## src/design/utrb_pkg.sv

```systemverilog
// Shared types and codes for the UART transmit and receive ring buffers.
`default_nettype none

package utrb_pkg;

   // Event codes carried by the request mode field.
   typedef enum logic [1:0] {
      MODE_WRITE = 2'd0,
      MODE_READ  = 2'd1,
      MODE_RECV  = 2'd2,
      MODE_DONE  = 2'd3
   } mode_type;

   // Commands from the controller to the datapath.
   typedef struct packed {
      logic send_direct;   // idle transmitter: send the written byte now
      logic tx_push;       // store the written byte in the transmit queue
      logic tx_dec;        // transmitter finished one byte
      logic tx_pop;        // fetch the next queued transmit byte
      logic rx_push;       // store the received byte
      logic rx_pop;        // fetch the oldest received byte
      logic accepted;      // accepted flag for an immediate result
      logic overrun;       // overrun flag for an immediate result
      logic load_now;      // load the result register from this transaction
      logic load_fetch;    // load the result register from fetched memory data
      logic fetch_rx;      // fetched data came from the receive queue
   } cmd_type;

   // Queue status from the datapath to the controller.
   typedef struct packed {
      logic tx_zero;
      logic tx_one;
      logic tx_full;
      logic rx_zero;
      logic rx_full;
   } stat_type;

endpackage : utrb_pkg

`default_nettype wire

```

## src/design/utrb_dp.sv

```systemverilog
// Datapath of the ring buffers: queue memories, pointers, counts and result register.
`default_nettype none

module utrb_dp
   import utrb_pkg::*;
#(
   parameter int QUEUE_DEPTH = 256,
   parameter int PTR_W       = $clog2(QUEUE_DEPTH),
   parameter int CNT_W       = $clog2(QUEUE_DEPTH + 1)
) (
   input  wire logic             clock,
   input  wire logic             reset,
   input  wire logic [7:0]       req_data,
   input  wire cmd_type          cmd,
   output stat_type             stat,
   output logic                  rsp_accepted,
   output logic [7:0]            rsp_read_data,
   output logic                  rsp_send_valid,
   output logic [7:0]            rsp_send_data,
   output logic                  rsp_overrun,
   output logic [CNT_W-1:0]      rsp_tx_level,
   output logic [CNT_W-1:0]      rsp_rx_level
);

   localparam logic [PTR_W-1:0] PTR_LAST = PTR_W'(QUEUE_DEPTH - 1);
   localparam logic [CNT_W-1:0] CNT_FULL = CNT_W'(QUEUE_DEPTH);
   localparam logic [CNT_W-1:0] CNT_ONE  = CNT_W'(1);

   logic [7:0]       tx_mem_ff [QUEUE_DEPTH];
   logic [7:0]       rx_mem_ff [QUEUE_DEPTH];
   logic [7:0]       tx_rd_ff;
   logic [7:0]       rx_rd_ff;
   logic [PTR_W-1:0] tx_head_ff, tx_head_in, tx_tail_ff, tx_tail_in;
   logic [PTR_W-1:0] rx_head_ff, rx_head_in, rx_tail_ff, rx_tail_in;
   logic [CNT_W-1:0] tx_count_ff, tx_count_in, rx_count_ff, rx_count_in;
   logic             accepted_ff, send_valid_ff, overrun_ff;
   logic [7:0]       read_data_ff, send_data_ff;

   // Pointer advance with wrap at the queue depth.
   function automatic logic [PTR_W-1:0] advance(input logic [PTR_W-1:0] p);
      logic [PTR_W-1:0] r;
      if (p == PTR_LAST) begin
         r = '0;
      end else begin
         r = p + PTR_W'(1);
      end
      return r;
   endfunction

   // Status toward the controller.
   always_comb begin
      stat.tx_zero = (tx_count_ff == '0);
      stat.tx_one  = (tx_count_ff == CNT_ONE);
      stat.tx_full = (tx_count_ff == CNT_FULL);
      stat.rx_zero = (rx_count_ff == '0);
      stat.rx_full = (rx_count_ff == CNT_FULL);
   end

   // Next pointer and count values.
   always_comb begin
      tx_head_in  = cmd.tx_push ? advance(tx_head_ff) : tx_head_ff;
      tx_tail_in  = cmd.tx_pop  ? advance(tx_tail_ff) : tx_tail_ff;
      rx_head_in  = cmd.rx_push ? advance(rx_head_ff) : rx_head_ff;
      rx_tail_in  = cmd.rx_pop  ? advance(rx_tail_ff) : rx_tail_ff;

      tx_count_in = tx_count_ff;
      if (cmd.send_direct) begin
         tx_count_in = CNT_ONE;
      end else if (cmd.tx_push) begin
         tx_count_in = tx_count_ff + CNT_ONE;
      end else if (cmd.tx_dec) begin
         tx_count_in = tx_count_ff - CNT_ONE;
      end

      rx_count_in = rx_count_ff;
      if (cmd.rx_push) begin
         rx_count_in = rx_count_ff + CNT_ONE;
      end else if (cmd.rx_pop) begin
         rx_count_in = rx_count_ff - CNT_ONE;
      end
   end

   // Pointers and counts.
   always_ff @(posedge clock) begin
      if (reset) begin
         tx_head_ff  <= '0;
         tx_tail_ff  <= '0;
         rx_head_ff  <= '0;
         rx_tail_ff  <= '0;
         tx_count_ff <= '0;
         rx_count_ff <= '0;
      end else begin
         tx_head_ff  <= tx_head_in;
         tx_tail_ff  <= tx_tail_in;
         rx_head_ff  <= rx_head_in;
         rx_tail_ff  <= rx_tail_in;
         tx_count_ff <= tx_count_in;
         rx_count_ff <= rx_count_in;
      end
   end

   // Transmit queue memory with registered read port.
   always_ff @(posedge clock) begin
      if (cmd.tx_push) begin
         tx_mem_ff[tx_head_ff] <= req_data;
      end
      if (cmd.tx_pop) begin
         tx_rd_ff <= tx_mem_ff[tx_tail_ff];
      end
   end

   // Receive queue memory with registered read port.
   always_ff @(posedge clock) begin
      if (cmd.rx_push) begin
         rx_mem_ff[rx_head_ff] <= req_data;
      end
      if (cmd.rx_pop) begin
         rx_rd_ff <= rx_mem_ff[rx_tail_ff];
      end
   end

   // Result register, loaded either at once or from fetched memory data.
   always_ff @(posedge clock) begin
      if (cmd.load_now) begin
         accepted_ff   <= cmd.accepted;
         read_data_ff  <= '0;
         send_valid_ff <= cmd.send_direct;
         send_data_ff  <= cmd.send_direct ? req_data : 8'd0;
         overrun_ff    <= cmd.overrun;
      end else if (cmd.load_fetch) begin
         accepted_ff   <= cmd.fetch_rx;
         read_data_ff  <= cmd.fetch_rx ? rx_rd_ff : 8'd0;
         send_valid_ff <= !cmd.fetch_rx;
         send_data_ff  <= cmd.fetch_rx ? 8'd0 : tx_rd_ff;
         overrun_ff    <= 1'b0;
      end
   end

   // The levels follow the counts directly.
   assign rsp_accepted   = accepted_ff;
   assign rsp_read_data  = read_data_ff;
   assign rsp_send_valid = send_valid_ff;
   assign rsp_send_data  = send_data_ff;
   assign rsp_overrun    = overrun_ff;
   assign rsp_tx_level   = tx_count_ff;
   assign rsp_rx_level   = rx_count_ff;

`ifndef SYNTHESIS
   // A transmit push never happens on a full or empty queue.
   a_tx_no_overfill: assert property (@(posedge clock) disable iff (reset)
      cmd.tx_push |-> (tx_count_ff != CNT_FULL) && (tx_count_ff != '0))
      else $error("transmit push on a full or idle queue");

   // A receive pop leaves the count one lower.
   a_rx_pop_count: assert property (@(posedge clock) disable iff (reset)
      cmd.rx_pop |=> rx_count_ff == $past(rx_count_ff) - CNT_ONE)
      else $error("receive pop did not lower the count");
`endif

endmodule : utrb_dp

`default_nettype wire

```

## config.mk

```make
export PLATFORM = sky130hd
export DESIGN_NAME = utrb_dp
export DESIGN_NICKNAME = d
export VERILOG_FILES = /design/src/design/utrb_pkg.sv /design/src/design/utrb_dp.sv
export SDC_FILE = /design/constraint.sdc
export NUM_CORES = 2
export LEC_CHECK = 0
export BUFFER_PORTS_ARGS = -buffer_cell sky130_fd_sc_hd__buf_2
export CAP_MARGIN = 10
export CORE_MARGIN = 2
export CORE_UTILIZATION = 64
export CTS_BUF_LIST = sky130_fd_sc_hd__clkbuf_16
export CTS_CLUSTER_DIAMETER = 50
export DETAILED_ROUTE_END_ITERATION = 10
export GPL_ROUTABILITY_DRIVEN = 0
export HOLD_SLACK_MARGIN = 0.05
export PLACE_DENSITY = 0.8
export SETUP_SLACK_MARGIN = 0.4
export SKIP_LAST_GASP = 1
export SYNTH_ARGS = -nofsm -noshare
export SYNTH_HDL_FRONTEND = slang
export SYNTH_SLANG_ARGS = --single-unit
```

## constraint.sdc

```tcl
create_clock -name clock -period 8.15 [get_ports clock]
set_input_delay 2.0375 -clock clock [delete_from_list [all_inputs] [get_ports clock]]
set_output_delay 2.0375 -clock clock [all_outputs]
set_load 0.01 [all_outputs]
```

==> load_flow_metrics.sql <==
INSERT INTO impl_metrics (metric_group, metric, value, unit) VALUES
('logic_synthesis', 'async_flop_share', '0', ''),
('cells_and_area', 'layout-drive-gt1-share', '0.209', ''),
('global_routing', 'antenna_found_initial', '17', ''),
('sta', 'fin_skew', '0.0468', 'ns'),
('clock_network', 'cts-buffers-inserted', '411', ''),
('clock_network', 'cts_tree', 'built', ''),
('logic_synthesis', 'synth_seq_area_share', '0.765', ''),
('logic_synthesis', 'synthCells', '7927', ''),
('clock_network', 'holdBufCountCts', '0', ''),
('setup_path', 'cp.arrival', '5.62', 'ns'),
('setup_path', 'required', '8.94', 'ns'),
('floorplanning', 'core_area', '254000', 'um^2'),
('clock_network', 'cts_max_level', '5', ''),
('logic_synthesis', 'synth_warnings', '0', ''),
('worst_hold_path', 'hold_path_startpoint', 'rsp_rx_level[5]', ''),
('setup_path', 'crit_path_max_fo', '38', ''),
('sta', 'final_hold_violations', '0', ''),
('drt', 'detailroute.via_count', '87238', ''),
('drt', 'wirelength', '445000', 'um'),
('power_and_ir_drop', 'power.share.clock', '0.418', ''),
('cells_and_area', 'mostFrequentLayoutCell', 'sky130_fd_sc_hd__edfxtp_1', ''),
('cells_and_area', 'post-route-util', '0.708', ''),
('cells_and_area', 'final_area', '180000', 'um^2'),
('clock_network', 'cts_root_buf', 'sky130_fd_sc_hd__clkbuf_16', ''),
('sta', 'timing_worst_slew_pin_value', '1.33', 'ns'),
('status', 'run_status', 'finished clean', ''),
('setup_path', 'r2r-start', 'rx_tail_ff[0]', ''),
('global_routing', 'first_global_vias', '86370', ''),
('floorplanning', 'rows', '185', ''),
('logic_synthesis', 'synthFlopType', 'sky130_fd_sc_hd__edfxtp_1', ''),
('power_and_ir_drop', 'power.sequential.fraction', '0.525', ''),
('cells_and_area', 'nNetsFinal', '8115', ''),
('place', 'numPortBuffers', '62', ''),
('sta', 'period_minus_slack', '4.84', 'ns'),
('sta', 'fmaxAchievable', '207', 'MHz'),
('power_and_ir_drop', 'leakage', '55.0', 'nW'),
('setup_path', 'timing.reg2reg.worst_path_depth', '10', ''),
('logic_synthesis', 'post_synth.cell_area_avg', '20.6', 'um^2'),
('global_routing', 'wire_length_of_the_first_global_routing_pass', '632000', 'um'),
('sta', 'timing.slew.headroom', '0.109', ''),
('power_and_ir_drop', 'pwr_density_cell', '251', 'nW/um^2'),
('power_and_ir_drop', 'combinationalPowerShare', '0.057', ''),
('global_routing', 'grt_overflow', '0', ''),
('clock_network', 'clock-sinks', '4181', ''),
('logic_synthesis', 'synth_cell_type_count', '88', ''),
('setup_path', 'timing.setup.critical_path_class', 'flop to flop', ''),
('clock_network', 'postCtsResizedCells', '0', ''),
('power_and_ir_drop', 'p_switching', '9.76', 'mW'),
('sta', 'grt_setup_unrepaired', 'false', ''),
('worst_hold_path', 'holdCritPathClass', 'flop to flop', ''),
('floorplanning', 'pin_count', '63', ''),
('drt', 'routed_via_density', '7.41', ''),
('clock_network', 'postCtsSetupRepairBufs', '0', ''),
('drt', 'route.antenna.remaining_nets', '0', ''),
('sta', 'setup_tns', '0', 'ns'),
('logic_synthesis', 'post_synth_edffs', '4123', ''),
('power_and_ir_drop', 'p_total', '45.2', 'mW'),
('drt', 'dr.pass1.iters', '6', ''),
('clock_network', 'clk_pin_slew_worst_paths', '0.06', 'ns'),
('drt', 'drt_iter0_drc', '14572', ''),
('clock_network', 'clockBufferDepth', '4', ''),
('setup_path', 'r2r-end', 'rx_rd_ff[4]', ''),
('sta', 'report.final.slew_viol_count', '0', ''),
('setup_path', 'timing.critical_path.from_type', 'flop', ''),
('global_routing', 'gr-usage-all-layers', '0.345', ''),
('drt', 'drt_drc_violations_left', '0', ''),
('sta', 'finalSetupViolations', '0', ''),
('place', 'post_dp_cell_area', '167000', 'um^2'),
('power_and_ir_drop', 'intPower', '35.5', 'mW'),
('logic_synthesis', 'postSynthRegisterBits', '4181', ''),
('worst_hold_path', 'hold_path_depth', '2', '');
[state kept, by name, summed over array words and instances (netlist names), 8 cells and up]
register       count
rx_mem_ff       2048
tx_mem_ff       2048
rsp_send_data      8
rx_rd_ff           8
rsp_rx_level       9
tx_rd_ff           8
tx_tail_ff         8
rsp_tx_level       9
tx_head_ff         8
rx_head_ff         8
rsp_read_data      8
rx_tail_ff         8
[critical path: stages (launching register included)]
cell                        delay [ns]
sky130_fd_sc_hd__dfxtp_4          0.71
sky130_fd_sc_hd__buf_4            0.71
sky130_fd_sc_hd__buf_4            0.75
sky130_fd_sc_hd__mux4_2           0.35
sky130_fd_sc_hd__nand2_1          0.07
sky130_fd_sc_hd__a21oi_1          0.30
sky130_fd_sc_hd__a2111oi_0        0.12
sky130_fd_sc_hd__buf_4            0.20
sky130_fd_sc_hd__a2111oi_0        0.86
sky130_fd_sc_hd__nand4_1          0.34
sky130_fd_sc_hd__o41ai_1          0.15
[cells in the mapped netlist, types with 8 or more instances]
| master | count | area (um^2) |
|---|---|---|
| sky130_fd_sc_hd__o211ai_1 | 23 | 173 |
| sky130_fd_sc_hd__a22o_1 | 24 | 210 |
| sky130_fd_sc_hd__inv_1 | 22 | 82.6 |
| sky130_fd_sc_hd__mux4_2 | 857 | 19300 |
| sky130_fd_sc_hd__and2_1 | 23 | 144 |
| sky130_fd_sc_hd__a2111oi_0 | 32 | 280 |
| sky130_fd_sc_hd__buf_6 | 39 | 439 |
| sky130_fd_sc_hd__a31oi_1 | 12 | 75.1 |
| sky130_fd_sc_hd__dfxtp_1 | 58 | 1160 |
| sky130_fd_sc_hd__a311oi_1 | 8 | 70.1 |
| sky130_fd_sc_hd__nand2_1 | 192 | 721 |
| sky130_fd_sc_hd__clkbuf_1 | 200 | 751 |
| sky130_fd_sc_hd__edfxtp_1 | 4123 | 124000 |
| sky130_fd_sc_hd__o21ai_1 | 8 | 40.0 |
| sky130_fd_sc_hd__clkbuf_8 | 8 | 110 |
| sky130_fd_sc_hd__o31ai_1 | 8 | 60.1 |
| sky130_fd_sc_hd__nor2_1 | 659 | 2470 |
| sky130_fd_sc_hd__mux2_2 | 32 | 360 |
| sky130_fd_sc_hd__buf_2 | 133 | 666 |
| sky130_fd_sc_hd__or3_1 | 23 | 144 |
| sky130_fd_sc_hd__nand2b_1 | 14 | 87.6 |
| sky130_fd_sc_hd__nor4_1 | 12 | 75.1 |
| sky130_fd_sc_hd__o22ai_1 | 105 | 657 |
| sky130_fd_sc_hd__nand4_1 | 11 | 68.8 |
| sky130_fd_sc_hd__buf_8 | 11 | 165 |
| sky130_fd_sc_hd__buf_1 | 12 | 45.0 |
| sky130_fd_sc_hd__a221oi_1 | 38 | 333 |
| sky130_fd_sc_hd__nand3_1 | 54 | 270 |
| sky130_fd_sc_hd__o221ai_1 | 61 | 534 |
| sky130_fd_sc_hd__xor2_1 | 12 | 105 |
| sky130_fd_sc_hd__o21ai_0 | 85 | 425 |
| sky130_fd_sc_hd__xnor2_1 | 18 | 158 |
| sky130_fd_sc_hd__a21oi_1 | 134 | 671 |
| sky130_fd_sc_hd__nor3_1 | 42 | 210 |
| sky130_fd_sc_hd__nor2b_1 | 38 | 238 |
| sky130_fd_sc_hd__mux4_1 | 46 | 1210 |
| sky130_fd_sc_hd__a211oi_1 | 85 | 638 |
| sky130_fd_sc_hd__ha_1 | 21 | 263 |
| sky130_fd_sc_hd__buf_4 | 63 | 473 |
| sky130_fd_sc_hd__mux2i_1 | 400 | 4000 |
| sky130_fd_sc_hd__a22oi_1 | 60 | 450 |
| sky130_fd_sc_hd__buf_12 | 18 | 360 |
[power by group through the flow]
stage          Clock (mW)  Sequential (mW)  Combinational, mW
4_1_cts              18.9             23.7               2.56
2_1_floorplan           0             24.1               1.64
5_1_grt              19.7             23.7               2.68
3_5_place_dp            0             24.2               2.51
6_report             18.9             23.7               2.59
3_3_place_gp            0             24.2               2.46
[routing by layer]
layer | up-vias | GRT usage | routed length [um]
met1 | 44303 | 0.444 | 144000
met4 | 12 | 0.223 | 35000
li1 | 33146 | - | -
met5 | - | 0 | 85
met2 | 8118 | 0.534 | 210000
met3 | 1659 | 0.0838 | 55000
[through the flow]
step | setup slack, ns | hold slack [ns] | instances
CTS | 3.34 | 0.509 | 11755
global placement | 2.96 | 0.486 | 11019
detailed placement | 2.94 | 0.499 | 11019
floorplan | 4.04 | 0.448 | 7927
finish | 3.31 | 0.510 | 11774
global route | 3.03 | 0.536 | 11762
[cell type report]
type / count / area [um^2]
Timing Repair Buffer: 220 / 1900
Clock buffer: 416 / 10400
Sequential cell: 4181 / 125000
Multi-Input combinational cell: 3235 / 35300
Antenna cell: 13 / 32.5
Clock inverter: 320 / 2890
Fill cell: 13779 / 74000
Tap cell: 3366 / 4210
Inverter: 23 / 93.8
[worst max path at each step]
stage / start / endpoint / slack (ns) / cells past startpoint
finish: rx_tail_ff[0] / rx_rd_ff[4] / 3.31 / 10
global route: rx_tail_ff[0] / rx_rd_ff[4] / 3.03 / 10
CTS: rx_tail_ff[0] / rx_rd_ff[4] / 3.34 / 10
detailed placement: cmd[6] / rx_mem_ff[88][6] / 2.94 / 7
global placement: cmd[6] / rx_mem_ff[88][2] / 2.96 / 7
floorplan: cmd[6] / rx_mem_ff[104][0] / 4.04 / 6
[logic make-up after synthesis]
group / count (synthesis) / share of synthesized area
AOI/OAI and AO/OA: 738 / 0.0314
xor gates and xnor gates: 30 / 0.00161
and+or+nand+nor: 1110 / 0.0290
adders and majority gates: 22 / 0.00173
DFF: 4181 / 0.765
buffers and inverters: 511 / 0.0192
muxes: 1335 / 0.152
No activity file was read; power rests on OpenSTA's default activity.
