$ cat src/design/utrb_pkg.sv
// Shared types and codes for the UART transmit and receive ring buffers.
`default_nettype none

package utrb_pkg;

   // Event codes carried by the request mode field.
   typedef enum logic [1:0] {
      MODE_WRITE = 2'd0,
      MODE_READ  = 2'd1,
      MODE_RECV  = 2'd2,
      MODE_DONE  = 2'd3
   } mode_type;

   // Commands from the controller to the datapath.
   typedef struct packed {
      logic send_direct;   // idle transmitter: send the written byte now
      logic tx_push;       // store the written byte in the transmit queue
      logic tx_dec;        // transmitter finished one byte
      logic tx_pop;        // fetch the next queued transmit byte
      logic rx_push;       // store the received byte
      logic rx_pop;        // fetch the oldest received byte
      logic accepted;      // accepted flag for an immediate result
      logic overrun;       // overrun flag for an immediate result
      logic load_now;      // load the result register from this transaction
      logic load_fetch;    // load the result register from fetched memory data
      logic fetch_rx;      // fetched data came from the receive queue
   } cmd_type;

   // Queue status from the datapath to the controller.
   typedef struct packed {
      logic tx_zero;
      logic tx_one;
      logic tx_full;
      logic rx_zero;
      logic rx_full;
   } stat_type;

endpackage : utrb_pkg

`default_nettype wire

$ cat src/design/utrb_ctrl.sv
// Controller state machine for the ring buffers: handshakes and datapath commands.
`default_nettype none

module utrb_ctrl
   import utrb_pkg::*;
(
   input  wire logic       clock,
   input  wire logic       reset,
   input  wire logic       req_valid,
   output logic            req_ready,
   input  wire logic [1:0] req_mode,
   output logic            rsp_valid,
   input  wire logic       rsp_ready,
   input  wire stat_type   stat,
   output cmd_type         cmd
);

   typedef enum logic {
      ST_IDLE,
      ST_FETCH
   } state_type;

   state_type state_ff, state_in;
   logic      rsp_valid_ff, rsp_valid_in;
   logic      fetch_rx_ff, fetch_rx_in;
   logic      accept;
   logic      go_fetch;

   // A new transaction is taken in the idle state when the result register is free or being emptied.
   assign req_ready = (state_ff == ST_IDLE) && (!rsp_valid_ff || rsp_ready);
   assign accept    = req_valid && req_ready;
   assign rsp_valid = rsp_valid_ff;

   // Decode the event against the queue status.
   always_comb begin
      cmd          = '0;
      go_fetch     = 1'b0;
      cmd.fetch_rx = fetch_rx_ff;
      if (accept) begin
         unique case (mode_type'(req_mode))
            MODE_WRITE: begin
               cmd.load_now = 1'b1;
               if (stat.tx_zero) begin
                  cmd.send_direct = 1'b1;
                  cmd.accepted    = 1'b1;
               end else if (!stat.tx_full) begin
                  cmd.tx_push  = 1'b1;
                  cmd.accepted = 1'b1;
               end
            end
            MODE_READ: begin
               if (stat.rx_zero) begin
                  cmd.load_now = 1'b1;
               end else begin
                  cmd.rx_pop = 1'b1;
                  go_fetch   = 1'b1;
               end
            end
            MODE_RECV: begin
               cmd.load_now = 1'b1;
               if (!stat.rx_full) begin
                  cmd.rx_push  = 1'b1;
                  cmd.accepted = 1'b1;
               end else begin
                  cmd.overrun = 1'b1;
               end
            end
            MODE_DONE: begin
               if (stat.tx_zero) begin
                  cmd.load_now = 1'b1;
               end else if (stat.tx_one) begin
                  cmd.tx_dec   = 1'b1;
                  cmd.load_now = 1'b1;
               end else begin
                  cmd.tx_dec = 1'b1;
                  cmd.tx_pop = 1'b1;
                  go_fetch   = 1'b1;
               end
            end
         endcase
      end
      if (state_ff == ST_FETCH) begin
         cmd.load_fetch = 1'b1;
      end
   end

   // Next state and registered outputs.
   always_comb begin
      state_in    = state_ff;
      fetch_rx_in = fetch_rx_ff;
      unique case (state_ff)
         ST_IDLE: begin
            if (go_fetch) begin
               state_in    = ST_FETCH;
               fetch_rx_in = cmd.rx_pop;
            end
         end
         ST_FETCH: begin
            state_in = ST_IDLE;
         end
      endcase

      if (cmd.load_now || cmd.load_fetch) begin
         rsp_valid_in = 1'b1;
      end else if (rsp_ready) begin
         rsp_valid_in = 1'b0;
      end else begin
         rsp_valid_in = rsp_valid_ff;
      end
   end

   always_ff @(posedge clock) begin
      if (reset) begin
         state_ff     <= ST_IDLE;
         rsp_valid_ff <= 1'b0;
         fetch_rx_ff  <= 1'b0;
      end else begin
         state_ff     <= state_in;
         rsp_valid_ff <= rsp_valid_in;
         fetch_rx_ff  <= fetch_rx_in;
      end
   end

`ifndef SYNTHESIS
   // While memory data is fetched the result register is empty.
   a_fetch_out_free: assert property (@(posedge clock) disable iff (reset)
      (state_ff == ST_FETCH) |-> !rsp_valid_ff)
      else $error("result register busy during fetch");

   // A fetch always returns to idle in the next cycle with a result.
   a_fetch_done: assert property (@(posedge clock) disable iff (reset)
      (state_ff == ST_FETCH) |=> (state_ff == ST_IDLE) && rsp_valid_ff)
      else $error("fetch did not produce a result");

   // A read with data waiting goes to fetch from the receive queue.
   a_read_fetch: assert property (@(posedge clock) disable iff (reset)
      (accept && (req_mode == MODE_READ) && !stat.rx_zero)
         |=> (state_ff == ST_FETCH) && fetch_rx_ff)
      else $error("read with data did not fetch");
`endif

endmodule : utrb_ctrl

`default_nettype wire

$ cat config.mk
export PLATFORM = sky130hd
export DESIGN_NAME = utrb_ctrl
export DESIGN_NICKNAME = d
export VERILOG_FILES = /design/src/design/utrb_pkg.sv /design/src/design/utrb_ctrl.sv
export SDC_FILE = /design/constraint.sdc
export NUM_CORES = 1
export LEC_CHECK = 0
export BUFFER_PORTS_ARGS = -buffer_cell sky130_fd_sc_hd__buf_4
export CAP_MARGIN = 10
export CORE_AREA = 2 2 39 41
export DETAILED_ROUTE_END_ITERATION = 6
export DIE_AREA = 0 0 41 43
export PLACE_DENSITY = 0.47
export REMOVE_ABC_BUFFERS = 1
export SETUP_SLACK_MARGIN = 0.5
export SLEW_MARGIN = 10
export SYNTH_ARGS = -nofsm -noshare
export SYNTH_HDL_FRONTEND = slang
export SYNTH_SLANG_ARGS = --single-unit
$ cat constraint.sdc
create_clock -name clock -period 1.9 [get_ports clock]
set_input_delay 0.285 -clock clock [delete_from_list [all_inputs] [get_ports clock]]
set_output_delay 0.285 -clock clock [all_outputs]
set_load 0.03 [all_outputs]
==> results of run 1 <==
==> stage by stage <==
step,hold slack [ps],utilization
after detailed placement,486,0.316
after global routing,242,0.439
after CTS,232,0.387
after floorplan,354,-
final,247,0.439
after global placement,487,0.316
==> how the worst max path moves through the flow <==
stage | cells after the start | endpoint | start | slack [ps]
after detailed placement | 5 | cmd[4] | req_valid | 420
after floorplan | 3 | cmd[9] | state_ff | -50
after global placement | 5 | cmd[4] | req_valid | 430
after global routing | 4 | cmd[6] | state_ff | 240
final | 4 | cmd[10] | state_ff | 320
after CTS | 5 | cmd[3] | state_ff | 320
==> layout make-up <==
cell class | instances | area, um^2
tap | 16 | 20.0
clock buffer | 4 | 26.3
sequential | 3 | 62.6
timing repair buffer | 33 | 259
multi-input combinational | 26 | 239
fill | 143 | 777
==> kinds of logic (layout without fill, tap and decap cells) <==
family | after synthesis | after routing | share of synthesized area
AND/OR/NAND/NOR | 23 | 23 | 0.571
AO/OA/AOI/OAI | 3 | 3 | 0.111
flip-flops | 3 | 3 | 0.221
buffers and inverters | 3 | 37 | 0.0968
==> state kept, by name, summed over array words and instances, names as in the netlist <==
register / flops
rsp_valid: 1
fetch_rx_ff: 1
state_ff: 1
==> power groups by stage <==
stage / registers [W] / clock network, W / logic [W]
6_report: 0.0000689 / 0.000113 / 0.000114
5_1_grt: 0.0000692 / 0.000122 / 0.000120
4_1_cts: 0.0000686 / 0.000119 / 0.0000971
3_5_place_dp: 0.0000692 / 0 / 0.0000882
3_3_place_gp: 0.0000692 / 0 / 0.0000889
2_1_floorplan: 0.0000747 / 0 / 0.0000406
==> routing by layer <==
| metal | wire (um) | up-vias | part of all wire | track usage |
|---|---|---|---|---|
| met3 | 51 | 0 | 0.056 | 0.0314 |
| met4 | 0 | 0 | 0 | 0.0400 |
| li1 | - | 181 | - | - |
| met1 | 344 | 161 | 0.38 | 0.115 |
| met2 | 511 | 10 | 0.56 | 0.156 |
| met5 | 0 | - | 0 | 0 |
==> worst register-to-register path, stage by stage, from the launching register on <==
cell and delay [ps]:
sky130_fd_sc_hd__dfxtp_2 330, sky130_fd_sc_hd__nor2b_4 120, sky130_fd_sc_hd__nor3b_2 250, sky130_fd_sc_hd__buf_4 150, sky130_fd_sc_hd__buf_4 90, sky130_fd_sc_hd__buf_4 90
sky130_fd_sc_hd__buf_4 90, sky130_fd_sc_hd__buf_4 90, sky130_fd_sc_hd__o32ai_2 60
==> what timing repair did <==
item | 4_1_cts | 5_1_grt
hold endpoints to repair | 0 | 0
gates resized for setup | 6 | 11
endpoints found under the setup margin | 9 | 10
pin swaps | 3 | 4
setup buffers | 7 | 3
==> cell usage in the layout, fill, tap and decap left out <==
cell                        count
sky130_fd_sc_hd__a21oi_1        1
sky130_fd_sc_hd__a221oi_2       1
sky130_fd_sc_hd__buf_4         30
sky130_fd_sc_hd__buf_6          3
sky130_fd_sc_hd__clkbuf_1       1
sky130_fd_sc_hd__clkbuf_4       3
sky130_fd_sc_hd__dfxtp_1        1
sky130_fd_sc_hd__dfxtp_2        2
sky130_fd_sc_hd__nand2_1        1
sky130_fd_sc_hd__nand2_2        2
sky130_fd_sc_hd__nand2b_1       2
sky130_fd_sc_hd__nand3_1        1
sky130_fd_sc_hd__nand3b_1       2
sky130_fd_sc_hd__nand4bb_4      1
sky130_fd_sc_hd__nor2_1         3
sky130_fd_sc_hd__nor2_2         2
sky130_fd_sc_hd__nor2_4         1
sky130_fd_sc_hd__nor2b_4        2
sky130_fd_sc_hd__nor3b_1        2
sky130_fd_sc_hd__nor3b_2        2
sky130_fd_sc_hd__nor4_2         1
sky130_fd_sc_hd__o32ai_2        1
sky130_fd_sc_hd__or3b_4         1
==> impl_metrics.py, run 1 <==
metrics = {
    "run_status": {
        "outcome": "completed",
    },
    "worst_setup_path": {
        "cp_slowest_cell": "sky130_fd_sc_hd__dfxtp_2",
        "startpoint_type": "flop",
        "crit_path_cells": "nor2b_4, nand3b_1, nor3b_1, buf_4",
        "worst-setup-path-type": "reg -> out",
        "timing.critical_path.arrival_ps": 1290,
        "timing.critical_path.to_type": "output port",
        "cpLargestDelayFamily": "simple AND/OR/NAND/NOR gates",
        "cp.buffers_inverters": 1,
        "rrSetupSlack_ps": 520,
        "data_required_time_at_the_worst_endpoint_ps": 1620,
        "r2r_cell_count": 8,
        "crit_fanout": 5,
        "r2r-end": "fetch_rx_ff",
        "cpPeakStageDelay_ps": 330,
        "critical_path.reg2reg.startpoint": "state_ff",
    },
    "floorplan": {
        "start_util": 0.196,
        "core_region_area_um2": 1380,
        "placementRows": 14,
        "floorplan.die_area_um2": 1760,
        "io_pins": 24,
        "die_y_extent_um": 43,
        "die_x_um": 41,
    },
    "detailed_routing": {
        "viasPerCell": 4.29,
        "ant_nets": 0,
        "route.vias.total": 352,
        "post-route-drc-count": 0,
        "drt-wirelength-per-cell_um": 11.1,
        "first_pass_iters": 2,
        "drt-initial-drc-count": 1,
        "finalWirelength_um": 907,
    },
    "hold_path": {
        "hold-path-endpoint": "state_ff",
        "worst_hold_startpoint": "reset",
        "worst_hold_path_type": "in -> reg",
        "timing.hold.worst_path_depth": 2,
    },
    "sta": {
        "setup_ws_ps": 324,
        "finalSetupTns_ps": 0,
        "min_tclk_post_route_ps": 1580,
        "fmax_mhz": 634,
        "period_utilisation_layout": 0.830,
        "grt_setup_unrepaired": "yes",
        "finalHoldViolations": 0,
        "worst-slew-pin-transition_ps": 232,
        "fin_skew_ps": 4.60,
        "finalSetupViolCount": 0,
        "timing_max_transition_violations_final": 0,
        "slew_headroom": 0.845,
    },
    "cells_and_area": {
        "instances_no_fill": 82,
        "area_growth_syn_to_layout_pct": 124,
        "finish.instance_area_um2": 607,
        "diodes": 0,
        "final_nets": 78,
        "ratio_of_cells_with_drive_above_1_in_the_final_layout": 0.788,
    },
    "logic_synthesis": {
        "number_of_enable_type_register_cells_in_the_synthesized_netlist": 0,
        "ys_seq_elements": 3,
        "synth_area_leader_cell": "sky130_fd_sc_hd__dfxtp_1",
        "yosys_warnings": 0,
        "ys_flop_type": "sky130_fd_sc_hd__dfxtp_1",
        "portion_of_the_post_synthesis_area_used_by_sequential_elements": 0.221,
        "asyncSetResetFlopFracSynth": 0,
        "post_synth_main_area_contributors": "sky130_fd_sc_hd__dfxtp_1, sky130_fd_sc_hd__nor3b_2, sky130_fd_sc_hd__nor2_1",
        "synthDominantCellAreaShare": 0.221,
        "synth_common_cells": "sky130_fd_sc_hd__nor2_1, sky130_fd_sc_hd__dfxtp_1",
        "yosys.cell_count.top_type": "sky130_fd_sc_hd__nor2_1",
        "avgSynthCellArea_um2": 8.48,
        "synthesis.instances": 32,
        "number_of_distinct_library_cells_after_synthesis": 18,
        "synth.cell_area_um2": 272,
    },
    "clock_tree": {
        "clock_path_buffers": 2,
        "tritoncts_clock_tree": "done",
        "post_cts_hold_buffer_count": 0,
        "clockRootBuffer": "sky130_fd_sc_hd__clkbuf_4",
        "clk_latency_ps": 230,
        "clock_transition_at_the_registers_of_the_reported_paths_ps": 40,
        "number_of_buffers_added_by_the_clock_tree_synthesis_step": 3,
        "htree_levels": 1,
        "number_of_sinks_handled_by_clock_tree_synthesis": 3,
    },
    "pwr": {
        "netSwitchingFraction": 0.317,
        "power_per_cell_area_nw_per_um2": 487,
        "fin_total_pwr_w": 0.000295,
        "p_sw_w": 0.0000937,
        "clock_power_share": 0.382,
        "static-leakage-power_nw": 0.282,
        "peakVddDrop_mv": 0.321,
        "comb_power_share": 0.385,
        "p_int_w": 0.000202,
        "sequential_power_share": 0.233,
    },
    "global_routing": {
        "grt_use_total": 0.0983,
        "grt_pass1_vias": 296,
        "global_route_wire_length_before_repair_mm": 1.17,
        "grt_start_max_net_pins": 10,
        "number_of_antenna_violations_at_the_first_check_in_global_routing": 0,
        "grt_overflow": 0,
    },
    "placement": {
        "placement.io_buffers": 23,
        "place_worst_setup_slack_ps": 422,
        "place.detailed.instances": 68,
        "place.gp.congestion": 0.590,
        "placed_cell_area_um2": 438,
        "dp_hpwl_um": 559,
    },
    "flow_run": {
        "timing.max_cap.violations": 0,
    },
}
(Power assumes the default switching activity.)
==> inputs of run 2 (changes only) <==
- ABC_AREA: unset -> 1
- clock period: 1.9 -> 1.57 ns (I/O delays scaled with it)
==> impl_metrics.py, run 2 <==
metrics = {
    "logic_synthesis": {
        "yosys.cell_count.top_type": "sky130_fd_sc_hd__inv_1",
        "asyncSetResetFlopFracSynth": 0,
        "post_synth_main_area_contributors": "sky130_fd_sc_hd__dfxtp_1, sky130_fd_sc_hd__inv_1, sky130_fd_sc_hd__nand2_2",
        "number_of_distinct_library_cells_after_synthesis": 18,
        "ys_flop_type": "sky130_fd_sc_hd__dfxtp_1",
        "synth.cell_area_um2": 277,
        "synth_common_cells": "sky130_fd_sc_hd__inv_1, sky130_fd_sc_hd__nand2_1, sky130_fd_sc_hd__nor2_1",
        "yosys_warnings": 0,
        "portion_of_the_post_synthesis_area_used_by_sequential_elements": 0.217,
        "synth_area_leader_cell": "sky130_fd_sc_hd__dfxtp_1",
        "number_of_enable_type_register_cells_in_the_synthesized_netlist": 0,
        "synthesis.instances": 44,
        "ys_seq_elements": 3,
        "avgSynthCellArea_um2": 6.28,
        "synthDominantCellAreaShare": 0.217,
    },
    "placement": {
        "dp_hpwl_um": 566,
        "placement.io_buffers": 23,
        "place_worst_setup_slack_ps": 319,
        "place.gp.congestion": 0.571,
    },
    "cells_and_area": {
        "multi_input_area_um2": 206,
        "final_nets": 91,
        "ratio_of_cells_with_drive_above_1_in_the_final_layout": 0.759,
        "diodes": 0,
        "filler_cell_count": 161,
        "fin_util": 0.465,
        "layout_common_cells": "sky130_fd_sc_hd__buf_4, sky130_fd_sc_hd__buf_6, sky130_fd_sc_hd__inv_1, sky130_fd_sc_hd__inv_2, sky130_fd_sc_hd__nor2_1",
        "area.sequential_um2": 62.6,
        "mostFrequentLayoutCell": "sky130_fd_sc_hd__buf_4",
        "area_growth_syn_to_layout_pct": 133,
    },
    "worst_setup_path": {
        "worst-setup-path-type": "reg -> out",
        "crit_fanout": 6,
        "cp-endpoint": "cmd[8]",
        "timing.critical_path.arrival_ps": 1170,
        "startpoint_type": "flop",
        "r2r-end": "fetch_rx_ff",
        "data_required_time_at_the_worst_endpoint_ps": 1330,
        "rrSetupSlack_ps": 560,
        "critical_path.reg2reg.startpoint": "rsp_valid",
        "critical_path.startpoint": "rsp_valid",
        "r2r_cell_count": 5,
        "timing.critical_path.to_type": "output port",
    },
    "clock_tree": {
        "clock_transition_at_the_registers_of_the_reported_paths_ps": 40,
        "clock_path_buffers": 2,
        "htree_levels": 1,
        "number_of_sinks_handled_by_clock_tree_synthesis": 3,
        "clockRootBuffer": "sky130_fd_sc_hd__clkbuf_4",
        "tritoncts_clock_tree": "done",
        "number_of_buffers_added_by_the_clock_tree_synthesis_step": 3,
        "clk_latency_ps": 230,
    },
    "pwr": {
        "static-leakage-power_nw": 0.347,
        "peakVddDrop_mv": 0.220,
        "clock_power_share": 0.348,
        "sequential_power_share": 0.219,
        "comb_power_share": 0.434,
        "p_sw_w": 0.000128,
        "power_per_cell_area_nw_per_um2": 597,
        "p_int_w": 0.000256,
        "netSwitchingFraction": 0.332,
    },
    "detailed_routing": {
        "drt-initial-drc-count": 0,
        "post-route-drc-count": 0,
        "ant_nets": 0,
        "drt-wirelength-per-cell_um": 9.18,
        "first_pass_iters": 1,
        "finalWirelength_um": 872,
        "viasPerCell": 4.15,
        "route.vias.total": 394,
    },
    "floorplan": {
        "die_x_um": 41,
        "core_region_area_um2": 1380,
        "floorplan.die_area_um2": 1760,
        "placementRows": 14,
        "start_util": 0.200,
        "io_pins": 24,
        "die_y_extent_um": 43,
    },
    "hold_path": {
        "worst_hold_path_type": "in -> reg",
    },
    "sta": {
        "finalSetupViolCount": 0,
        "finalHoldViolations": 0,
        "worst-slew-pin-transition_ps": 247,
        "fin_skew_ps": 1.10,
        "holdWs_ps": 187,
        "slew_headroom": 0.834,
        "fmax_mhz": 709,
        "setup_ws_ps": 160,
        "period_utilisation_layout": 0.898,
        "min_tclk_post_route_ps": 1410,
        "timing_max_transition_violations_final": 0,
        "grt_setup_unrepaired": "yes",
    },
    "global_routing": {
        "global_route_wire_length_before_repair_mm": 1.34,
        "gr-max-usage-layer": "met2",
        "grt_overflow": 0,
        "grtUsageMet3": 0.0157,
        "grt_start_max_net_pins": 7,
        "number_of_antenna_violations_at_the_first_check_in_global_routing": 0,
        "grt_use_total": 0.114,
        "use_met2": 0.191,
        "grt_pass1_vias": 361,
        "use_met1": 0.112,
    },
    "flow_run": {
        "timing.max_cap.violations": 0,
    },
    "run_status": {
        "outcome": "completed",
    },
}
-- run 2: changes by cell type after synthesis, moves of 2 or more --
cell                       before  now
sky130_fd_sc_hd__inv_1          0   10
sky130_fd_sc_hd__nor2b_1        2    0
sky130_fd_sc_hd__nand3b_1       2    0
sky130_fd_sc_hd__nor3b_2        2    0
sky130_fd_sc_hd__nor3b_1        2    0
sky130_fd_sc_hd__nand2_1        2    5
sky130_fd_sc_hd__nand2_2        1    4
sky130_fd_sc_hd__nand2b_1       2    0
sky130_fd_sc_hd__nor3_1         0    2
-- run 2: worst max-delay path, stage by stage (launching register included) --
cell	delay [ps]
sky130_fd_sc_hd__dfxtp_2	320
sky130_fd_sc_hd__nand2_4	80
sky130_fd_sc_hd__nand3_4	110
sky130_fd_sc_hd__buf_4	160
sky130_fd_sc_hd__nor3_2	90
sky130_fd_sc_hd__buf_4	180
-- run 2: worst min-delay path by stage --
stage	cells after the start	slack [ps]	to	startpoint
floorplan	1	300	fetch_rx_ff	reset
detailed placement	2	420	fetch_rx_ff	reset
global route	2	180	fetch_rx_ff	reset
finish	2	190	fetch_rx_ff	reset
global placement	2	430	fetch_rx_ff	reset
CTS	2	180	fetch_rx_ff	reset
-- run 2: final cells by class --
class,instances,share of cell area
Timing Repair Buffer,33,0.426
Multi-Input combinational cell,26,0.321
Sequential cell,3,0.0973
Inverter,13,0.0837
Clock buffer,4,0.0409
Tap cell,16,0.0311
-- run 2: through the flow --
step / power, W / setup TNS [ps] / cell area (um^2) / std cells
after floorplan: 0.000147 / -331 / 262 / 42
after global placement: 0.000198 / 0 / 454 / 81
after detailed placement: 0.000198 / 0 / 454 / 81
after CTS: 0.000371 / 0 / 577 / 91
after global routing: 0.000409 / 0 / 643 / 95
final: 0.000384 / 0 / 643 / 95
-- run 2: power by group through the flow --
stage / sequential [W] / clock (W) / combinational, W
floorplan: 0.0000913 / 0 / 0.0000562
global placement: 0.0000838 / 0 / 0.000114
detailed placement: 0.0000838 / 0 / 0.000114
CTS: 0.0000840 / 0.000140 / 0.000146
global route: 0.0000843 / 0.000144 / 0.000181
finish: 0.0000840 / 0.000133 / 0.000167
-- run 2: layer usage --
metal	wire length, um	share of wire	up-vias
li1	-	-	202
met1	269	0.31	174
met2	506	0.58	16
met3	83	0.095	2
met4	12	0.014	0
met5	0	0	-
-- run 2: cell families after synthesis --
group / share of synthesized area
compound gates: 0.140
buf+inv: 0.235
flops: 0.217
simple gates: 0.407
-- run 2: repair_timing --
item                                    4_1_cts  5_1_grt
hold buffers                                  0        0
endpoints found under the setup margin       10       10
pin swaps                                     3        3
gates resized for setup                      16       10
cloned                                        0        0
setup buffers                                 6        4
==> inputs of run 3 (changes only) <==
- ABC_AREA: 1 -> unset
- MAX_ROUTING_LAYER: unset -> met4
==> impl_metrics.py, run 3 (synthesized netlist as in run 1, its figures left out) <==
metrics = {
    "run_status": {
        "outcome": "complete, but fails checks",
        "violated_checks": "setup timing",
    },
    "cells_and_area": {
        "filler_cell_count": 138,
        "diodes": 0,
        "area_growth_syn_to_layout_pct": 125,
        "multi_input_area_um2": 244,
        "mostFrequentLayoutCell": "sky130_fd_sc_hd__buf_4",
        "finish.instance_area_um2": 612,
        "instances_no_fill": 79,
        "ratio_of_cells_with_drive_above_1_in_the_final_layout": 0.825,
        "final_nets": 75,
        "area.sequential_um2": 62.6,
        "layout_common_cells": "sky130_fd_sc_hd__buf_4, sky130_fd_sc_hd__buf_6, sky130_fd_sc_hd__nor2_2, sky130_fd_sc_hd__clkbuf_4",
    },
    "hold_path": {
        "worst_hold_path_type": "in -> reg",
        "worst_hold_startpoint": "reset",
    },
    "pwr": {
        "power_per_cell_area_nw_per_um2": 590,
        "clock_power_share": 0.375,
        "netSwitchingFraction": 0.320,
        "p_sw_w": 0.000116,
        "p_int_w": 0.000245,
        "comb_power_share": 0.394,
        "sequential_power_share": 0.231,
        "static-leakage-power_nw": 0.269,
        "fin_total_pwr_w": 0.000361,
        "peakVddDrop_mv": 0.402,
    },
    "sta": {
        "finalSetupTns_ps": -14.4,
        "setup_ws_ps": -9.62,
        "finalSetupViolCount": 2,
        "grt_setup_unrepaired": "yes",
        "worst-slew-pin-transition_ps": 275,
        "fin_skew_ps": 3.29,
        "slew_headroom": 0.816,
        "fmax_mhz": 633,
        "min_tclk_post_route_ps": 1580,
        "finalHoldViolations": 0,
        "timing_max_transition_violations_final": 0,
        "period_utilisation_layout": 1.01,
    },
    "floorplan": {
        "start_util": 0.196,
        "die_x_um": 41,
        "placementRows": 14,
        "io_pins": 24,
        "floorplan.die_area_um2": 1760,
        "die_y_extent_um": 43,
        "core_region_area_um2": 1380,
    },
    "placement": {
        "place.detailed.instances": 68,
        "placement.io_buffers": 23,
        "dp_hpwl_um": 565,
        "place.gp.congestion": 0.594,
        "placed_cell_area_um2": 438,
    },
    "clock_tree": {
        "clockRootBuffer": "sky130_fd_sc_hd__clkbuf_4",
        "number_of_buffers_added_by_the_clock_tree_synthesis_step": 3,
        "clk_latency_ps": 230,
        "clock_transition_at_the_registers_of_the_reported_paths_ps": 40,
        "tritoncts_clock_tree": "done",
        "htree_levels": 1,
        "number_of_sinks_handled_by_clock_tree_synthesis": 3,
        "clock_path_buffers": 2,
        "post_cts_hold_buffer_count": 0,
    },
    "detailed_routing": {
        "drt-initial-drc-count": 1,
        "ant_nets": 0,
        "drt-wirelength-per-cell_um": 11.5,
        "finalWirelength_um": 908,
        "route.vias.total": 334,
        "viasPerCell": 4.23,
        "first_pass_iters": 3,
        "post-route-drc-count": 0,
    },
    "flow_run": {
        "timing.max_cap.violations": 0,
    },
    "worst_setup_path": {
        "worst-setup-path-type": "reg -> out",
        "crit_fanout": 5,
        "critical_path.reg2reg.startpoint": "state_ff",
        "data_required_time_at_the_worst_endpoint_ps": 1330,
        "timing.critical_path.arrival_ps": 1340,
        "startpoint_type": "flop",
        "timing.critical_path.to_type": "output port",
        "critical_path.startpoint": "state_ff",
    },
    "global_routing": {
        "grt_use_total": 0.106,
        "number_of_antenna_violations_at_the_first_check_in_global_routing": 0,
        "grt_overflow": 0,
        "global_route_wire_length_before_repair_mm": 1.26,
        "grt_pass1_vias": 318,
        "grt_start_max_net_pins": 10,
    },
}
## run 3: cell types whose count changed in the layout (fill, tap and decap cells not counted), sizes merged, moves of 2 or more
| cell | previous run | this run |
|---|---|---|
| clkinv | 2 | 0 |
| nand2 | 9 | 3 |
| a21oi | 3 | 1 |
| buf | 33 | 30 |
| nor2b | 0 | 2 |
| nor3b | 0 | 4 |
| nand3 | 3 | 1 |
| inv | 11 | 0 |
| nand2b | 0 | 2 |
| nor3 | 2 | 0 |
| nand3b | 0 | 2 |
## run 3: repair_timing
| item | in CTS | in global routing |
|---|---|---|
| buffers inserted | 5 | 2 |
| resized for setup | 14 | 12 |
| endpoints found under the hold margin | 0 | 0 |
| setup endpoints to repair | 10 | 13 |
| pin swaps | 7 | 2 |
## run 3: per-stage QoR
step | setup WS [ps] | hold slack [ps] | util
2_1_floorplan | -334 | 305 | -
3_3_place_gp | 198 | 440 | 0.316
3_5_place_dp | 194 | 440 | 0.316
4_1_cts | 46.4 | 181 | 0.398
5_1_grt | -79.5 | 190 | 0.442
6_report | -9.62 | 188 | 0.442
## run 3: power groups by stage
stage                     clock, W  combinational (W)  sequential [W]
after floorplan                  0          0.0000492       0.0000905
after CTS                 0.000144           0.000129       0.0000831
after detailed placement         0           0.000107       0.0000837
after global routing      0.000147           0.000150       0.0000836
final                     0.000136           0.000142       0.0000832
after global placement           0           0.000108       0.0000838
## run 3: cell type report
| class | instances | area share |
|---|---|---|
| clock buffer | 4 | 0.0429 |
| multi-input combinational | 26 | 0.399 |
| sequential | 3 | 0.102 |
| tap | 16 | 0.0327 |
| timing repair buffer | 30 | 0.423 |
## run 3: final timing paths
| path | endpoint | slack [ps] | cells after the start |
|---|---|---|---|
| setup / recovery | cmd[10] | -10 | 4 |
| setup reg to reg | fetch_rx_ff | 290 | 7 |
| hold reg to reg | fetch_rx_ff | 500 | 2 |
| hold / removal | state_ff | 190 | 2 |
## run 3: critical path: stages, from the launching register on
cell and delay, ps:
sky130_fd_sc_hd__dfxtp_2 320, sky130_fd_sc_hd__nor2b_2 140, sky130_fd_sc_hd__nand3b_1 220, sky130_fd_sc_hd__nor3b_1 240, sky130_fd_sc_hd__buf_4 190
## run 3: metal layers
metal	part of all wire	global-route usage	vias to the layer above	wire, um
met2	0.56	0.153	10	510
met5	0	-	-	0
li1	-	-	174	-
met1	0.38	0.131	150	347
met4	0	0.0400	0	0
met3	0.056	0.0366	0	51
